===== src/rtl/arprx_pkg.sv =====
// Shared types and constants of the ARP receive table and reply block.
package arprx_pkg;

  localparam int TABLE_ENTRIES = 16;

  localparam logic [15:0] HW_ETHERNET = 16'h0001;
  localparam logic [7:0]  HW_LEN      = 8'd6;
  localparam logic [15:0] PROTO_IPV4  = 16'h0800;
  localparam logic [7:0]  PROTO_LEN   = 8'd4;
  localparam logic [15:0] OP_REQUEST  = 16'h0001;

  localparam logic CFG_OWN_IP  = 1'b0;
  localparam logic CFG_OWN_MAC = 1'b1;

  typedef enum logic [1:0] {
    STAT_HANDLED   = 2'd0,
    STAT_BAD_HW    = 2'd1,
    STAT_BAD_PROTO = 2'd2,
    STAT_UNSUP_OP  = 2'd3
  } status_t;

  typedef enum logic [1:0] {
    ACT_NONE    = 2'd0,
    ACT_UPDATED = 2'd1,
    ACT_ADDED   = 2'd2,
    ACT_FULL    = 2'd3
  } action_t;

  typedef enum logic [2:0] {
    S_IDLE   = 3'b001,
    S_SCAN   = 3'b010,
    S_FINISH = 3'b100
  } state_t;

  typedef struct packed {
    logic        vld;
    logic        add_en;
    logic        hit;
    logic        free;
    logic [31:0] key;
    logic [47:0] mac;
  } tok_t;

  typedef struct packed {
    logic vld;
    logic commit;
  } resolve_t;

endpackage


===== src/rtl/arprx_in_if.sv =====
// Input channel carrying one parsed ARP packet per beat.
interface arprx_in_if;
  logic        valid;
  logic        ready;
  logic [15:0] hardware_type;
  logic [7:0]  hardware_size;
  logic [15:0] protocol_type;
  logic [7:0]  protocol_len;
  logic [15:0] opcode;
  logic [47:0] sender_mac;
  logic [31:0] sender_ip;
  logic [31:0] target_ip;

  modport source (
    output valid, hardware_type, hardware_size, protocol_type, protocol_len,
           opcode, sender_mac, sender_ip, target_ip,
    input  ready
  );
  modport sink (
    input  valid, hardware_type, hardware_size, protocol_type, protocol_len,
           opcode, sender_mac, sender_ip, target_ip,
    output ready
  );
endinterface


===== src/rtl/arprx_out_if.sv =====
// Result channel carrying one status and reply descriptor per beat.
interface arprx_out_if;
  logic        valid;
  logic        ready;
  logic [1:0]  status;
  logic [1:0]  table_action;
  logic        send_reply;
  logic [47:0] reply_target_mac;
  logic [31:0] reply_target_ip;

  modport source (
    output valid, status, table_action, send_reply, reply_target_mac, reply_target_ip,
    input  ready
  );
  modport sink (
    input  valid, status, table_action, send_reply, reply_target_mac, reply_target_ip,
    output ready
  );
endinterface


===== src/rtl/arprx_cell.sv =====
// One address table entry; checks the passing lookup token and hands it on.
module arprx_cell (
  input  logic               clk,
  input  logic               rst_n,
  input  arprx_pkg::tok_t    tok_i,
  input  arprx_pkg::resolve_t res_i,
  output arprx_pkg::tok_t    tok_o
);

  logic            valid_r, valid_nxt;
  logic            tent_r, tent_nxt;
  logic [31:0]     ip_r, ip_nxt;
  logic [47:0]     mac_r, mac_nxt;
  arprx_pkg::tok_t tok_r, tok_nxt;
  logic            match;
  logic            claim;

  assign match = tok_i.vld & ~tok_i.hit & valid_r & (ip_r == tok_i.key);
  assign claim = tok_i.vld & tok_i.add_en & ~tok_i.free & ~valid_r;

  always_comb begin
    tok_nxt      = tok_i;
    tok_nxt.hit  = tok_i.hit | match;
    tok_nxt.free = tok_i.free | claim;
    valid_nxt    = valid_r | (res_i.vld & res_i.commit & tent_r);
    tent_nxt     = tent_r;
    ip_nxt       = ip_r;
    mac_nxt      = mac_r;
    if (res_i.vld) begin
      tent_nxt = 1'b0;
    end else if (claim) begin
      tent_nxt = 1'b1;
    end
    if (claim) begin
      ip_nxt  = tok_i.key;
      mac_nxt = tok_i.mac;
    end else if (match) begin
      mac_nxt = tok_i.mac;
    end
  end

  always_ff @(posedge clk) begin
    if (!rst_n) begin
      valid_r   <= 1'b0;
      tent_r    <= 1'b0;
      tok_r.vld <= 1'b0;
    end else begin
      valid_r <= valid_nxt;
      tent_r  <= tent_nxt;
      tok_r   <= tok_nxt;
    end
  end

  always_ff @(posedge clk) begin
    ip_r  <= ip_nxt;
    mac_r <= mac_nxt;
  end

  assign tok_o = tok_r;

endmodule


===== src/rtl/arp_receive_table_and_reply.sv =====
// ARP receive path: checks each packet header, then walks a lookup token down a row of
// TABLE_ENTRIES table cells, one cell per cycle, updating a hit or claiming the lowest free
// slot, and commits an add once the token leaves the last cell. A valid Ethernet/IPv4
// packet stays in the scan state until its token leaves the last cell; a packet with a bad
// header skips the walk and goes straight to the finish state. One packet is in flight at
// a time; its result waits in an output register while the next packet is taken. The table
// starts empty after reset and needs no clearing pass.
module arp_receive_table_and_reply (
  input  logic              clk,
  input  logic              rst_n,
  arprx_in_if.sink          in_ch,
  arprx_out_if.source       out_ch,
  input  logic              cfg_we,
  input  logic              cfg_idx,
  input  logic [47:0]       cfg_data
);

  localparam int N = arprx_pkg::TABLE_ENTRIES;

  arprx_pkg::state_t   state_r, state_nxt;
  logic [31:0]         own_ip_r;
  arprx_pkg::tok_t     tok_r, tok_nxt;
  arprx_pkg::tok_t     chain [N+1];
  arprx_pkg::resolve_t res;

  logic                bad_hw_r, bad_pr_r, addr_r, req_r, hit_r, free_r;
  logic [47:0]         smac_r;
  logic [31:0]         sip_r;

  logic                out_valid_r, out_valid_nxt;
  arprx_pkg::status_t  out_status_r, status_nxt;
  arprx_pkg::action_t  out_action_r, action_nxt;
  logic                out_reply_r;
  logic [47:0]         out_mac_r;
  logic [31:0]         out_ip_r;

  logic                accept, bad_hw, bad_pr, addressed, load;

  assign in_ch.ready = (state_r == arprx_pkg::S_IDLE);
  assign accept      = in_ch.valid & in_ch.ready;
  assign bad_hw      = (in_ch.hardware_type != arprx_pkg::HW_ETHERNET) |
                       (in_ch.hardware_size != arprx_pkg::HW_LEN);
  assign bad_pr      = (in_ch.protocol_type != arprx_pkg::PROTO_IPV4) |
                       (in_ch.protocol_len != arprx_pkg::PROTO_LEN);
  assign addressed   = (in_ch.target_ip == own_ip_r);
  assign load        = (state_r == arprx_pkg::S_FINISH) & (~out_valid_r | out_ch.ready);

  always_ff @(posedge clk) begin
    if (!rst_n) begin
      own_ip_r <= '0;
    end else if (cfg_we) begin
      unique case (cfg_idx)
        arprx_pkg::CFG_OWN_IP: begin
          own_ip_r <= cfg_data[31:0];
        end
        arprx_pkg::CFG_OWN_MAC: begin
        end
        default: begin
        end
      endcase
    end
  end

  always_comb begin
    tok_nxt        = tok_r;
    tok_nxt.vld    = 1'b0;
    if (accept) begin
      tok_nxt.vld    = ~bad_hw & ~bad_pr;
      tok_nxt.add_en = addressed;
      tok_nxt.hit    = 1'b0;
      tok_nxt.free   = 1'b0;
      tok_nxt.key    = in_ch.sender_ip;
      tok_nxt.mac    = in_ch.sender_mac;
    end
  end

  assign chain[0] = tok_r;

  for (genvar g = 0; g < N; g++) begin : g_cell
    arprx_cell u_cell (
      .clk   (clk),
      .rst_n (rst_n),
      .tok_i (chain[g]),
      .res_i (res),
      .tok_o (chain[g+1])
    );
  end

  assign res.vld    = chain[N].vld;
  assign res.commit = chain[N].add_en & ~chain[N].hit & chain[N].free;

  always_comb begin
    state_nxt = state_r;
    unique case (state_r)
      arprx_pkg::S_IDLE: begin
        if (accept) begin
          state_nxt = (bad_hw | bad_pr) ? arprx_pkg::S_FINISH : arprx_pkg::S_SCAN;
        end
      end
      arprx_pkg::S_SCAN: begin
        if (chain[N].vld) begin
          state_nxt = arprx_pkg::S_FINISH;
        end
      end
      arprx_pkg::S_FINISH: begin
        if (load) begin
          state_nxt = arprx_pkg::S_IDLE;
        end
      end
      default: begin
        state_nxt = arprx_pkg::S_IDLE;
      end
    endcase
  end

  always_comb begin
    status_nxt = arprx_pkg::STAT_HANDLED;
    action_nxt = arprx_pkg::ACT_NONE;
    priority if (bad_hw_r) begin
      status_nxt = arprx_pkg::STAT_BAD_HW;
    end else if (bad_pr_r) begin
      status_nxt = arprx_pkg::STAT_BAD_PROTO;
    end else begin
      if (addr_r && !req_r) begin
        status_nxt = arprx_pkg::STAT_UNSUP_OP;
      end
      priority if (hit_r) begin
        action_nxt = arprx_pkg::ACT_UPDATED;
      end else if (addr_r) begin
        action_nxt = free_r ? arprx_pkg::ACT_ADDED : arprx_pkg::ACT_FULL;
      end else begin
        action_nxt = arprx_pkg::ACT_NONE;
      end
    end
  end

  always_comb begin
    out_valid_nxt = out_valid_r;
    if (load) begin
      out_valid_nxt = 1'b1;
    end else if (out_ch.ready) begin
      out_valid_nxt = 1'b0;
    end
  end

  always_ff @(posedge clk) begin
    if (!rst_n) begin
      state_r     <= arprx_pkg::S_IDLE;
      tok_r.vld   <= 1'b0;
      out_valid_r <= 1'b0;
    end else begin
      state_r     <= state_nxt;
      tok_r       <= tok_nxt;
      out_valid_r <= out_valid_nxt;
    end
  end

  always_ff @(posedge clk) begin
    if (accept) begin
      bad_hw_r <= bad_hw;
      bad_pr_r <= bad_pr;
      addr_r   <= addressed;
      req_r    <= (in_ch.opcode == arprx_pkg::OP_REQUEST);
      smac_r   <= in_ch.sender_mac;
      sip_r    <= in_ch.sender_ip;
      hit_r    <= 1'b0;
      free_r   <= 1'b0;
    end else if (state_r == arprx_pkg::S_SCAN && chain[N].vld) begin
      hit_r  <= chain[N].hit;
      free_r <= chain[N].free;
    end
    if (load) begin
      out_status_r <= status_nxt;
      out_action_r <= action_nxt;
      out_reply_r  <= ~bad_hw_r & ~bad_pr_r & addr_r & req_r;
      out_mac_r    <= (~bad_hw_r & ~bad_pr_r & addr_r & req_r) ? smac_r : 48'd0;
      out_ip_r     <= (~bad_hw_r & ~bad_pr_r & addr_r & req_r) ? sip_r : 32'd0;
    end
  end

  assign out_ch.valid            = out_valid_r;
  assign out_ch.status           = out_status_r;
  assign out_ch.table_action     = out_action_r;
  assign out_ch.send_reply       = out_reply_r;
  assign out_ch.reply_target_mac = out_mac_r;
  assign out_ch.reply_target_ip  = out_ip_r;

endmodule

===== src/flat_wrapper.sv =====
// flat-port wrapper written by rule: the top's interface ports become plain ports
module arp_receive_table_and_reply_flat 
  (clk, rst_n, cfg_we, cfg_idx, cfg_data, in_ch_valid, in_ch_hardware_type, in_ch_hardware_size, in_ch_protocol_type, in_ch_protocol_len, in_ch_opcode, in_ch_sender_mac, in_ch_sender_ip, in_ch_target_ip, in_ch_ready, out_ch_valid, out_ch_status, out_ch_table_action, out_ch_send_reply, out_ch_reply_target_mac, out_ch_reply_target_ip, out_ch_ready);
  arprx_in_if in_ch_i ();
  arprx_out_if out_ch_i ();
  input  logic clk;
  input  logic rst_n;
  input  logic cfg_we;
  input  logic cfg_idx;
  input  logic [47:0] cfg_data;
  input wire logic [$bits(in_ch_i.valid)-1:0] in_ch_valid;
  input wire logic [$bits(in_ch_i.hardware_type)-1:0] in_ch_hardware_type;
  input wire logic [$bits(in_ch_i.hardware_size)-1:0] in_ch_hardware_size;
  input wire logic [$bits(in_ch_i.protocol_type)-1:0] in_ch_protocol_type;
  input wire logic [$bits(in_ch_i.protocol_len)-1:0] in_ch_protocol_len;
  input wire logic [$bits(in_ch_i.opcode)-1:0] in_ch_opcode;
  input wire logic [$bits(in_ch_i.sender_mac)-1:0] in_ch_sender_mac;
  input wire logic [$bits(in_ch_i.sender_ip)-1:0] in_ch_sender_ip;
  input wire logic [$bits(in_ch_i.target_ip)-1:0] in_ch_target_ip;
  output wire logic [$bits(in_ch_i.ready)-1:0] in_ch_ready;
  output wire logic [$bits(out_ch_i.valid)-1:0] out_ch_valid;
  output wire logic [$bits(out_ch_i.status)-1:0] out_ch_status;
  output wire logic [$bits(out_ch_i.table_action)-1:0] out_ch_table_action;
  output wire logic [$bits(out_ch_i.send_reply)-1:0] out_ch_send_reply;
  output wire logic [$bits(out_ch_i.reply_target_mac)-1:0] out_ch_reply_target_mac;
  output wire logic [$bits(out_ch_i.reply_target_ip)-1:0] out_ch_reply_target_ip;
  input wire logic [$bits(out_ch_i.ready)-1:0] out_ch_ready;
  assign in_ch_i.valid = in_ch_valid;
  assign in_ch_i.hardware_type = in_ch_hardware_type;
  assign in_ch_i.hardware_size = in_ch_hardware_size;
  assign in_ch_i.protocol_type = in_ch_protocol_type;
  assign in_ch_i.protocol_len = in_ch_protocol_len;
  assign in_ch_i.opcode = in_ch_opcode;
  assign in_ch_i.sender_mac = in_ch_sender_mac;
  assign in_ch_i.sender_ip = in_ch_sender_ip;
  assign in_ch_i.target_ip = in_ch_target_ip;
  assign in_ch_ready = in_ch_i.ready;
  assign out_ch_valid = out_ch_i.valid;
  assign out_ch_status = out_ch_i.status;
  assign out_ch_table_action = out_ch_i.table_action;
  assign out_ch_send_reply = out_ch_i.send_reply;
  assign out_ch_reply_target_mac = out_ch_i.reply_target_mac;
  assign out_ch_reply_target_ip = out_ch_i.reply_target_ip;
  assign out_ch_i.ready = out_ch_ready;
  arp_receive_table_and_reply u_core (.clk(clk), .rst_n(rst_n), .in_ch(in_ch_i), .out_ch(out_ch_i), .cfg_we(cfg_we), .cfg_idx(cfg_idx), .cfg_data(cfg_data));
endmodule

===== config.mk =====
export PLATFORM = sky130hd
export DESIGN_NAME = arp_receive_table_and_reply_flat
export DESIGN_NICKNAME = d
export VERILOG_FILES = /design/src/rtl/arprx_pkg.sv /design/src/rtl/arprx_in_if.sv /design/src/rtl/arprx_out_if.sv /design/src/rtl/arprx_cell.sv /design/src/rtl/arp_receive_table_and_reply.sv /design/src/flat_wrapper.sv
export SDC_FILE = /design/constraint.sdc
export NUM_CORES = 1
export LEC_CHECK = 0
export ABC_AREA = 1
export BUFFER_PORTS_ARGS = -buffer_cell sky130_fd_sc_hd__buf_2
export CORE_ASPECT_RATIO = 1.1
export CORE_MARGIN = 5
export CORE_UTILIZATION = 30
export CTS_CLUSTER_DIAMETER = 40
export CTS_CLUSTER_SIZE = 24
export DETAILED_ROUTE_END_ITERATION = 6
export PLACE_DENSITY_LB_ADDON = 0.3
export SYNTH_ARGS = -nofsm -noshare
export SYNTH_HDL_FRONTEND = slang
export SYNTH_HIERARCHICAL = 1
export SYNTH_SLANG_ARGS = --single-unit

===== constraint.sdc =====
create_clock -name clk -period 29.3 [get_ports clk]
set_input_delay 4.395 -clock clk [delete_from_list [all_inputs] [get_ports clk]]
set_output_delay 4.395 -clock clk [all_outputs]
set_load 0.005 [all_outputs]

### Yosys cells after proc, flatten, opt, wreduce, memory -nomap -nowiden

Cells that the tools add are included.
Widths: inputs -> output; s select.

| cells by class | value |
|---|---|
| equal/unequal tests | 28 |
| multiplexer cells | 12 |
| bitwise gates (word level) | 224 |
| reductions and logical operators | 10 |

Operators by type and width:

| cell | number |
|---|---|
| $eq 32x32->1 | 17 |
| $and 1x1->1 | 119 |
| $not 1->1 | 55 |
| $or 1x1->1 | 50 |
| $eq 16x1->1 const B | 1 |
| $ne 16x1->1 const B | 1 |
| $ne 16x12->1 const B | 1 |
| $ne 8x3->1 const B | 2 |
| $mux 3 | 4 |
| $pmux 3 s3 | 1 |
| $mux 1 | 5 |
| $mux 2 | 2 |
| $ne 2x2->1 const B | 2 |
| $reduce_and 2->1 | 2 |
| $reduce_or 2->1 | 2 |
| $reduce_or 4->1 | 1 |
| $eq 3x1->1 const B | 1 |
| $eq 3x2->1 const B | 1 |
| $eq 3x3->1 const B | 1 |
| $reduce_and 3->1 | 1 |
| $logic_and 1x1->1 | 2 |
| $ne 2x1->1 const B | 1 |
| $reduce_bool 2->1 | 1 |
| $logic_not 1->1 | 1 |

| storage, ports and cells | value |
|---|---|
| bits in registers | 1,329 |
| input bits | 230 |
| logic and storage cells | 421 |

### Logic depth before layout (Yosys ltp)

Gate-level depths: netlist of the first run.

| depth | value |
|---|---|
| depth after elaboration | 6 |
| mapped depth | 10 |

### Cells and area by module

The synthesis of the first run kept the hierarchy.

By module, submodules not included:

| module | instances | cells an instance | area an instance (um^2) |
|---|---|---|---|
| arprx_cell | 16 | 262 | 4,132.7 |
| arp_receive_table_and_reply | 1 | 742 | 10,407.5 |

### Least setup slack after synthesis of the first run

Ideal clock, no wire load.

| timing | value |
|---|---|
| path kind | input to register |
| from | input out_ch_ready |
| to | register u_core.out_ip_r[0] (netlist: u_core/out_ch.reply_target_ip[0]) (enable) |
| library setup time | 0.738 ns |
| data arrival time | 12.459 ns |
| data required time | 28.562 ns |
| slack | 16.103 ns |
| cell stages on the path | 2 |
| path through | nor2_1 -> nor4_1 |

| between the ends | value |
|---|---|
| cells in the longest elaborated chain, start to end | 2 |

Ends and longest elaborated chain:

| what | RTL line | text |
|---|---|---|
| start, declared | flat_wrapper.sv:27 | `input wire logic [$bits(out_ch_i.ready)-1:0] out_ch_ready;` |
| $or 1x1->1 | arp_receive_table_and_reply.sv:46 | `assign load = (state_r == arprx_pkg::S_FINISH) & (~out_valid_r \| out_ch.ready);` |
| $and 1x1->1 | arp_receive_table_and_reply.sv:46 |  |
| named net u_core.load | arp_receive_table_and_reply.sv:37 | `logic accept, bad_hw, bad_pr, addressed, load;` |
| end signal, assigned | arp_receive_table_and_reply.sv:177 | `out_ip_r <= (~bad_hw_r & ~bad_pr_r & addr_r & req_r) ? sip_r : 32'd0;` |
| end, declared | arp_receive_table_and_reply.sv:35 | `logic [31:0] out_ip_r;` |

The timed path passes the listed nets, and every way through them passes these cells.
A chain may end at the register's enable or synchronous reset.

### Worst setup path after layout of the first run

| timing | value |
|---|---|
| from | input rst_n |
| to | register u_core.g_cell[4].u_cell.tok_r, in the netlist u_core/g_cell[4].u_cell/tok_o[54] (enable) |

RTL lines:

| what | RTL line | text |
|---|---|---|
| start, declared | flat_wrapper.sv:7 | `input logic rst_n;` |
| end signal, assigned | arprx_cell.sv:50 | `tok_r <= tok_nxt;` |
| end, declared | arprx_cell.sv:14 | `arprx_pkg::tok_t tok_r, tok_nxt;` |

No word-level cell between the ends.

==> results of run 1 <==
-- how the worst min path moves through the flow --
stage	from	slack, ns	cells past startpoint	to
final	u_core/g_cell[14].u_cell/tok_o[79]	0.44	0	u_core/g_cell[15].u_cell/ip_r[31]
after global routing	u_core/g_cell[14].u_cell/tok_o[79]	0.45	0	u_core/g_cell[15].u_cell/ip_r[31]
after CTS	u_core/g_cell[1].u_cell/tok_o[83]	0.45	2	u_core/g_cell[2].u_cell/tok_o[83]
after detailed placement	u_core/g_cell[14].u_cell/tok_o[79]	0.43	0	u_core/g_cell[15].u_cell/ip_r[31]
after global placement	u_core/g_cell[14].u_cell/tok_o[49]	0.44	0	u_core/g_cell[15].u_cell/ip_r[1]
after floorplan	u_core/chain[1427]	0.42	2	u_core/g_cell[0].u_cell/tok_o[83]
-- state kept, by name (all words and copies together) (netlist names), 2 cells and up --
register,cells
u_core/g_cell.u_cell/tent_r,16
u_core/g_cell.u_cell/ip_r,512
u_core/own_ip_r,32
u_core/g_cell.u_cell/valid_r,16
u_core/smac_r,48
u_core/g_cell.u_cell/tok_o,544
u_core/chain,34
u_core/sip_r,32
u_core/state_r,3
u_core/out_ch.reply_target_mac,48
u_core/out_ch.reply_target_ip,32
u_core/out_ch.table_action,2
u_core/out_ch.status,2
-- stage by stage --
stage          total power (µW)  worst slack [ns]
6_report                   4460             22.37
5_1_grt                    4650             22.05
4_1_cts                    4540             22.33
3_5_place_dp               2350             21.50
3_3_place_gp               2340             21.51
2_1_floorplan              2280             16.10
-- power groups by stage --
stage | sequential, µW | combinational [µW] | clock, µW
floorplan | 2220 | 64.2 | 0
detailed placement | 2230 | 118 | 0
CTS | 2190 | 119 | 2230
finish | 2190 | 116 | 2160
global placement | 2230 | 116 | 0
global route | 2200 | 133 | 2310
-- per-layer routing --
| layer | vias to the layer above | global-route usage (%) |
|---|---|---|
| met5 | - | 0 |
| met4 | 8 | 3.66 |
| met3 | 158 | 2.59 |
| met2 | 471 | 16.2 |
| met1 | 12700 | 9.92 |
| li1 | 14400 | - |
-- cell type report --
class                           count  share of cell area, %
Inverter                          789                   4.81
Clock inverter                    127                   2.51
Sequential cell                  1329                   63.3
Multi-Input combinational cell   1952                   14.5
Antenna cell                        1                0.00406
Clock buffer                      196                   7.47
Timing Repair Buffer              330                   2.84
Tap cell                         2240                   4.55
==> reports/results.tsv, run 1 <==
metric	value	unit
Clock H-tree levels	4	
P_sw	956	µW
setup TNS	0	ns
1st-iter DRT viols	1135	
overall routing resource usage	9.01	%
fillers	16100	
Vias/cell	3.98	
met1 WL	32600	µm
vias	27700	
CP arrival	7.31	ns
number of buffers added on ports	300	
clock root cell	clkbuf_16	
post-route cell area	61700	µm²
Int Pwr	3510	µW
P per Cell Area	72.4	nW/µm²
post-route ant nets	0	
reg2reg setup slack	27.01	ns
area of the multi-input gates	8950	µm²
Detailed Routing Iterations Pass 1	5	
Avg Inst Size Synth	12.5	µm²
CP max stage delay	0.79	ns
sequential cell area	39000	µm²
RSZ-0062 raised after global routing	false	
largest net degree at the start of global routing	154	
post-CTS sizing	0	
Met3 Wirelength	4480	µm
Sequential Power Share	49.1	%
placed cells	6640	
FP Rows	158	
Clock power frac	48.3	%
switching fraction of total power	21.4	%
crit path max fanout	153	
first-pass GRT wire length	134000	µm
worst vdd ir	0.0000501	V
drc violations	0	
Tmin final	6.93	ns
CTS max path bufs	3	
Core ar.	169000	µm²
DIE WIDTH	403	µm
clock-pin transition on the worst setup and hold timing paths	0.05	ns
post-DR wirelength/cell	11.6	µm
Num CTS Buffers	173	
grt ovf	0	
clk_lat worst skew	0.77	ns
Leak	0.0250	µW
post-detail-place hpwl	54100	µm
status	completed	
fraction of layout cells with a size suffix above 1	13.7	%
TritonCTS clock tree	done	
TritonCTS Sinks	1329	
number of global-route vias before repair	27900	
NumNets Final	4805	
hold_buf cts	0	
clk_skew	0.0276	ns
final setup fails	0	
most used cell, CP	buf_4	
CP required	29.68	ns
worst path buffer plus inverter count	4	
most frequent cells in the layout	edfxtp_1 (1,242), nand2_1 (959), inv_1 (786)	
Placed Area	55500	µm²
fin. max-slew vios	0	
f_max	144	MHz
Worst Setup SP	rst_n	
startpoint types	input pin	
r2r worst-path depth	6	
crit path capture	u_core/g_cell[4].u_cell/tok_o[54]	
Final Routed Wirelength	80800	µm
Layout area overhead	20.7	%
Combinational Power Share	2.6	%
Max Used Layer	met5	
CP Depth	4	
crit path capture type	flop	
Hold Slack	0.444	ns
Initial Utilization	30.2	%
commonest non-fill, non-tap cell in the layout	edfxtp_1	
WS Path Type	in -> reg	
Cells after Synth	4086	
RePlAce Congestion	0.771	
max-cap viol count	0	
FF-to-FF End	u_core/smac_r[40]	
worst slew pin tran	1.03	ns
Worst slew margin	31.6	%
Die Height	443	µm
Hold WC Path Type	reg -> reg	
CP top delay family	buffers and inverters	
Syn Std Cell Area	51100	µm²
reg-to-reg critical path startpoint	u_core/state_r[0]	
initial antenna violation count	6	
Ports	317	
Final Hold Viols	0	
Post-CTS Setup Bufs	0	
YS warnings	6	
met2 wire len	41500	µm
Worst path slowest cell	buf_4	
final period utilization	23.7	%
Final Util	36.5	%
Finished Layout Cells	6964	
die area	179000	µm²
Cell Chain, Critical Path	buf_8 -> buf_4 -> buf_12 -> buf_4	
(Power assumes the default switching activity.)
==> run 2: changes to the inputs <==
- clock period: 29.3 -> 6.5 ns (I/O delays scaled with it)
==> reports/results.tsv, run 2 (synthesis gave the netlist of run 1 again) <==
metric	value	unit
Clock power frac	46.6	%
FP Rows	158	
fin. max-slew vios	0	
Int Pwr	15400	µW
worst slew pin tran	1.01	ns
setup TNS	0	ns
Die Height	443	µm
crit path capture type	output pin	
Ports	317	
clk_skew	0.0288	ns
Combinational Power Share	2.7	%
CP required	5.52	ns
P per Cell Area	319	nW/µm²
Worst slew margin	32.3	%
Detailed Routing Iterations Pass 1	7	
f_max	387	MHz
Final Routed Wirelength	80700	µm
Cell Chain, Critical Path	inv_2 -> nor3_4 -> buf_2	
CP arrival	1.61	ns
fraction of layout cells with a size suffix above 1	13.2	%
Vias/cell	3.99	
Clock H-tree levels	4	
P_sw	4080	µW
TritonCTS clock tree	done	
overall routing resource usage	9.00	%
commonest non-fill, non-tap cell in the layout	edfxtp_1	
number of global-route vias before repair	27800	
final setup fails	0	
post-route ant nets	0	
worst vdd ir	0.000205	V
fillers	16200	
hold_buf cts	0	
CP max stage delay	0.40	ns
Sequential Power Share	50.7	%
status	completed	
WS Path Type	reg -> out	
number of buffers added on ports	300	
most frequent cells in the layout	edfxtp_1 (1,242), nand2_1 (959), inv_1 (786)	
first-pass GRT wire length	133000	µm
Worst path slowest cell	dfxtp_1	
Post-CTS Setup Bufs	0	
Num CTS Buffers	158	
clock-pin transition on the worst setup and hold timing paths	0.06	ns
Leak	0.0247	µW
Hold WC Path Type	in -> reg	
post-CTS sizing	0	
Final Hold Viols	0	
Largest register FFs	544	
clk_lat worst skew	0.76	ns
DIE WIDTH	403	µm
max-cap viol count	0	
Power Total	19500	µW
die area	179000	µm²
startpoint types	flop	
Tmin final	2.58	ns
post-route cell area	61100	µm²
post-DR wirelength/cell	11.6	µm
Initial Utilization	30.2	%
crit path max fanout	3	
clock root cell	clkbuf_16	
post-detail-place hpwl	54100	µm
TritonCTS Sinks	1329	
area of the multi-input gates	8960	µm²
DP Worst Slack	3.26	ns
Core ar.	169000	µm²
grt ovf	0	
RSZ-0062 raised after global routing	false	
RePlAce Congestion	0.763	
switching fraction of total power	20.9	%
Placed Area	55500	µm²
Layout area overhead	19.7	%
initial antenna violation count	8	
Setup WS post-layout	3.92	ns
vias	27700	
1st-iter DRT viols	1145	
NumNets Final	4789	
Final Util	36.2	%
CTS max path bufs	3	
largest net degree at the start of global routing	195	
final period utilization	39.7	%
sequential cell area	39000	µm²
drc violations	0	
==> run 2: cell types whose count changed in the layout (fill, tap and decap cells not counted), sizes merged <==
| cell | change |
|---|---|
| inv | -10 |
| clkinvlp | +6 |
| bufinv | +3 |
| clkbuf | -14 |
| clkinv | -10 |
| diode | +1 |
| buf | -1 |
==> run 2: power groups by stage <==
stage	registers, µW	logic [µW]	clock network [µW]
after floorplan	10000	290	0
after global placement	10000	524	0
after detailed placement	10100	534	0
after CTS	9880	536	9400
after global routing	9920	601	9800
final	9870	523	9090
==> run 2: per-layer routing <==
layer | vias up | share of wire, % | track usage [%]
met1 | 12800 | 40 | 9.73
li1 | 14300 | - | -
met5 | - | 0.072 | 0
met3 | 150 | 5.9 | 2.72
met4 | 10 | 2.6 | 3.53
met2 | 455 | 52 | 16.4
==> run 2: final cells by class <==
| cell class | count | area share [%] |
|---|---|---|
| well taps | 2240 | 4.59 |
| repair buffers | 329 | 2.89 |
| clock buffers | 182 | 6.83 |
| diodes | 2 | 0.00819 |
| inverters | 789 | 4.85 |
| multi-input cells | 1952 | 14.7 |
| flip-flops and latches | 1329 | 63.9 |
| clock inverters | 116 | 2.32 |
==> run 2: final timing paths <==
check	end	start	slack, ns	cells past startpoint
worst max-delay path	in_ch_ready	u_core/state_r[0]	3.92	3
worst min-delay path	u_core/smac_r[16]	in_ch_sender_mac[16]	0.38	1
worst max register to register	u_core/sip_r[6]	u_core/state_r[0]	4.18	6
worst min register to register	u_core/g_cell[11].u_cell/tok_o[83]	u_core/g_cell[10].u_cell/tok_o[83]	0.43	2
==> run 2: stage by stage <==
step / hold slack (ns) / instances
final: 0.378 / 6939
after global routing: 0.316 / 6939
after CTS: 0.289 / 6937
after detailed placement: 0.434 / 6639
after global placement: 0.433 / 6639
after floorplan: 0.420 / 4087
==> run 2: critical path: cells and delay by family (launching register included) <==
kind / cells / cell delay [ns]
simple gates: 1 / 0.17
buf+inv: 2 / 0.28
flops: 1 / 0.40
==> run 3: changes to the inputs <==
- clock period: 6.5 -> 2.2 ns (I/O delays scaled with it)
==> reports/results.tsv, run 3 (synthesis gave the netlist of run 1 again) <==
metric	value	unit
status	completed	
Leak	0.0258	µW
Power Total	60500	µW
die area	179000	µm²
Die Height	443	µm
Int Pwr	47800	µW
Finished Layout Cells	7124	
final period utilization	97.6	%
Worst slew margin	31.4	%
Hold WC Path Type	in -> reg	
drc violations	0	
Detailed Routing Iterations Pass 1	5	
initial antenna violation count	5	
number of global-route vias before repair	29200	
Combinational Power Share	3.0	%
Final Util	37.6	%
P_sw	12700	µW
fillers	15900	
RePlAce Congestion	0.782	
vias	28600	
clk_lat worst skew	0.77	ns
Ports	317	
worst vdd ir	0.000625	V
max-cap viol count	0	
clock-pin transition on the worst setup and hold timing paths	0.05	ns
post-DR wirelength/cell	12.0	µm
post-detail-place hpwl	56200	µm
overall routing resource usage	9.48	%
crit path max fanout	2	
worst slew pin tran	1.03	ns
1st-iter DRT viols	1095	
placed cells	6652	
crit path capture type	flop	
Layout area overhead	24.5	%
number of buffers added on ports	300	
Tmin final	2.15	ns
Largest register FFs	544	
DIE WIDTH	403	µm
fin. max-slew vios	0	
largest net degree at the start of global routing	110	
WS Path Type	in -> reg	
CP arrival	2.79	ns
Hold Slack	0.107	ns
Vias/cell	4.02	
final setup fails	0	
TritonCTS clock tree	done	
CTS max path bufs	3	
FP Rows	158	
NumNets Final	4965	
TritonCTS Sinks	1329	
fraction of layout cells with a size suffix above 1	13.7	%
P per Cell Area	951	nW/µm²
Clock power frac	48.8	%
Num CTS Buffers	169	
Final Hold Viols	0	
switching fraction of total power	21.0	%
f_max	466	MHz
grt ovf	0	
startpoint types	input pin	
post-route ant nets	0	
RSZ-0062 raised after global routing	true	
Sequential Power Share	48.3	%
clock root cell	clkbuf_16	
Final Routed Wirelength	85400	µm
commonest non-fill, non-tap cell in the layout	edfxtp_1	
Clock H-tree levels	4	
Core ar.	169000	µm²
clk_skew	0.0605	ns
first-pass GRT wire length	140000	µm
Initial Utilization	30.2	%
CP required	2.84	ns
most frequent cells in the layout	edfxtp_1 (1,242), nand2_1 (959), inv_1 (785)	
-- run 3: cell types whose count changed in the layout (fill, tap and decap cells not counted), sizes merged --
cell | previous run | this run
bufinv | 20 | 29
dlymetal6s4s | 0 | 1
clkinvlp | 19 | 16
clkinv | 56 | 61
buf | 329 | 342
inv | 810 | 809
dlygate4sd3 | 0 | 151
clkbuf | 182 | 191
diode | 2 | 3
-- run 3: per-stage QoR --
step / setup WS (ns) / area, µm² / setup TNS [ns]
global route: -0.00984 / 63600 / -0.00984
detailed placement: 0.487 / 55700 / 0
CTS: 0.0186 / 63500 / 0
finish: 0.0523 / 63600 / 0
global placement: 0.517 / 55700 / 0
floorplan: -1.44 / 51100 / -138.29
-- run 3: area by class of cell --
cell class | count | area [µm²] | area share (%)
clock buffers | 191 | 4450 | 6.99
diodes | 3 | 7.51 | 0.0118
inverters | 789 | 2960 | 4.66
well taps | 2240 | 2800 | 4.41
flip-flops and latches | 1329 | 39000 | 61.4
clock inverters | 126 | 1830 | 2.88
repair buffers | 494 | 3490 | 5.49
multi-input cells | 1952 | 8980 | 14.1
-- run 3: timing repair --
item / 4_1_cts / 5_1_grt
hold endpoints to repair: 155 / 0
setup endpoints to repair: 0 / 4
hold buffers: 152 / 0
gates resized for setup: 0 / 7
setup buffers: 0 / 0
-- run 3: worst max-delay path, cell delays in order --
cell	delay (ns)
dlygate4sd3_1	0.53
buf_2	0.13
nor3_1	0.18
dlygate4sd3_1	0.59
nand2_1	0.06
dlygate4sd3_1	0.60
nor2_4	0.16
nand3_1	0.09
nand2_1	0.07
a21oi_1	0.06
-- run 3: power by group through the flow --
stage	clock network (µW)	registers [µW]	logic [µW]
finish	29500	29200	1810
global route	31600	29300	2050
CTS	30400	29200	1830
detailed placement	0	29700	1630
global placement	0	29700	1610
floorplan	0	29500	859
-- run 3: layer usage --
layer | routed length [µm] | track usage (%) | vias up
met5 | 13 | 0 | -
met4 | 2830 | 4.07 | 2
met3 | 4440 | 2.63 | 188
met2 | 43800 | 17.0 | 510
met1 | 34300 | 10.5 | 13200
li1 | - | - | 14700
-- run 3: path summary, 6_finish.rpt --
check                                           from                           endpoint  slack (ns)  depth (start not counted)
hold / removal                in_ch_hardware_type[9]                  u_core/state_r[1]        0.11                          8
hold reg to reg    u_core/g_cell[8].u_cell/tok_o[83]  u_core/g_cell[9].u_cell/tok_o[83]        0.41                          2
setup reg to reg  u_core/g_cell[15].u_cell/tok_o[80]   u_core/g_cell[11].u_cell/valid_r        0.52                          5
setup / recovery             in_ch_hardware_type[14]                  u_core/state_r[2]        0.05                         10
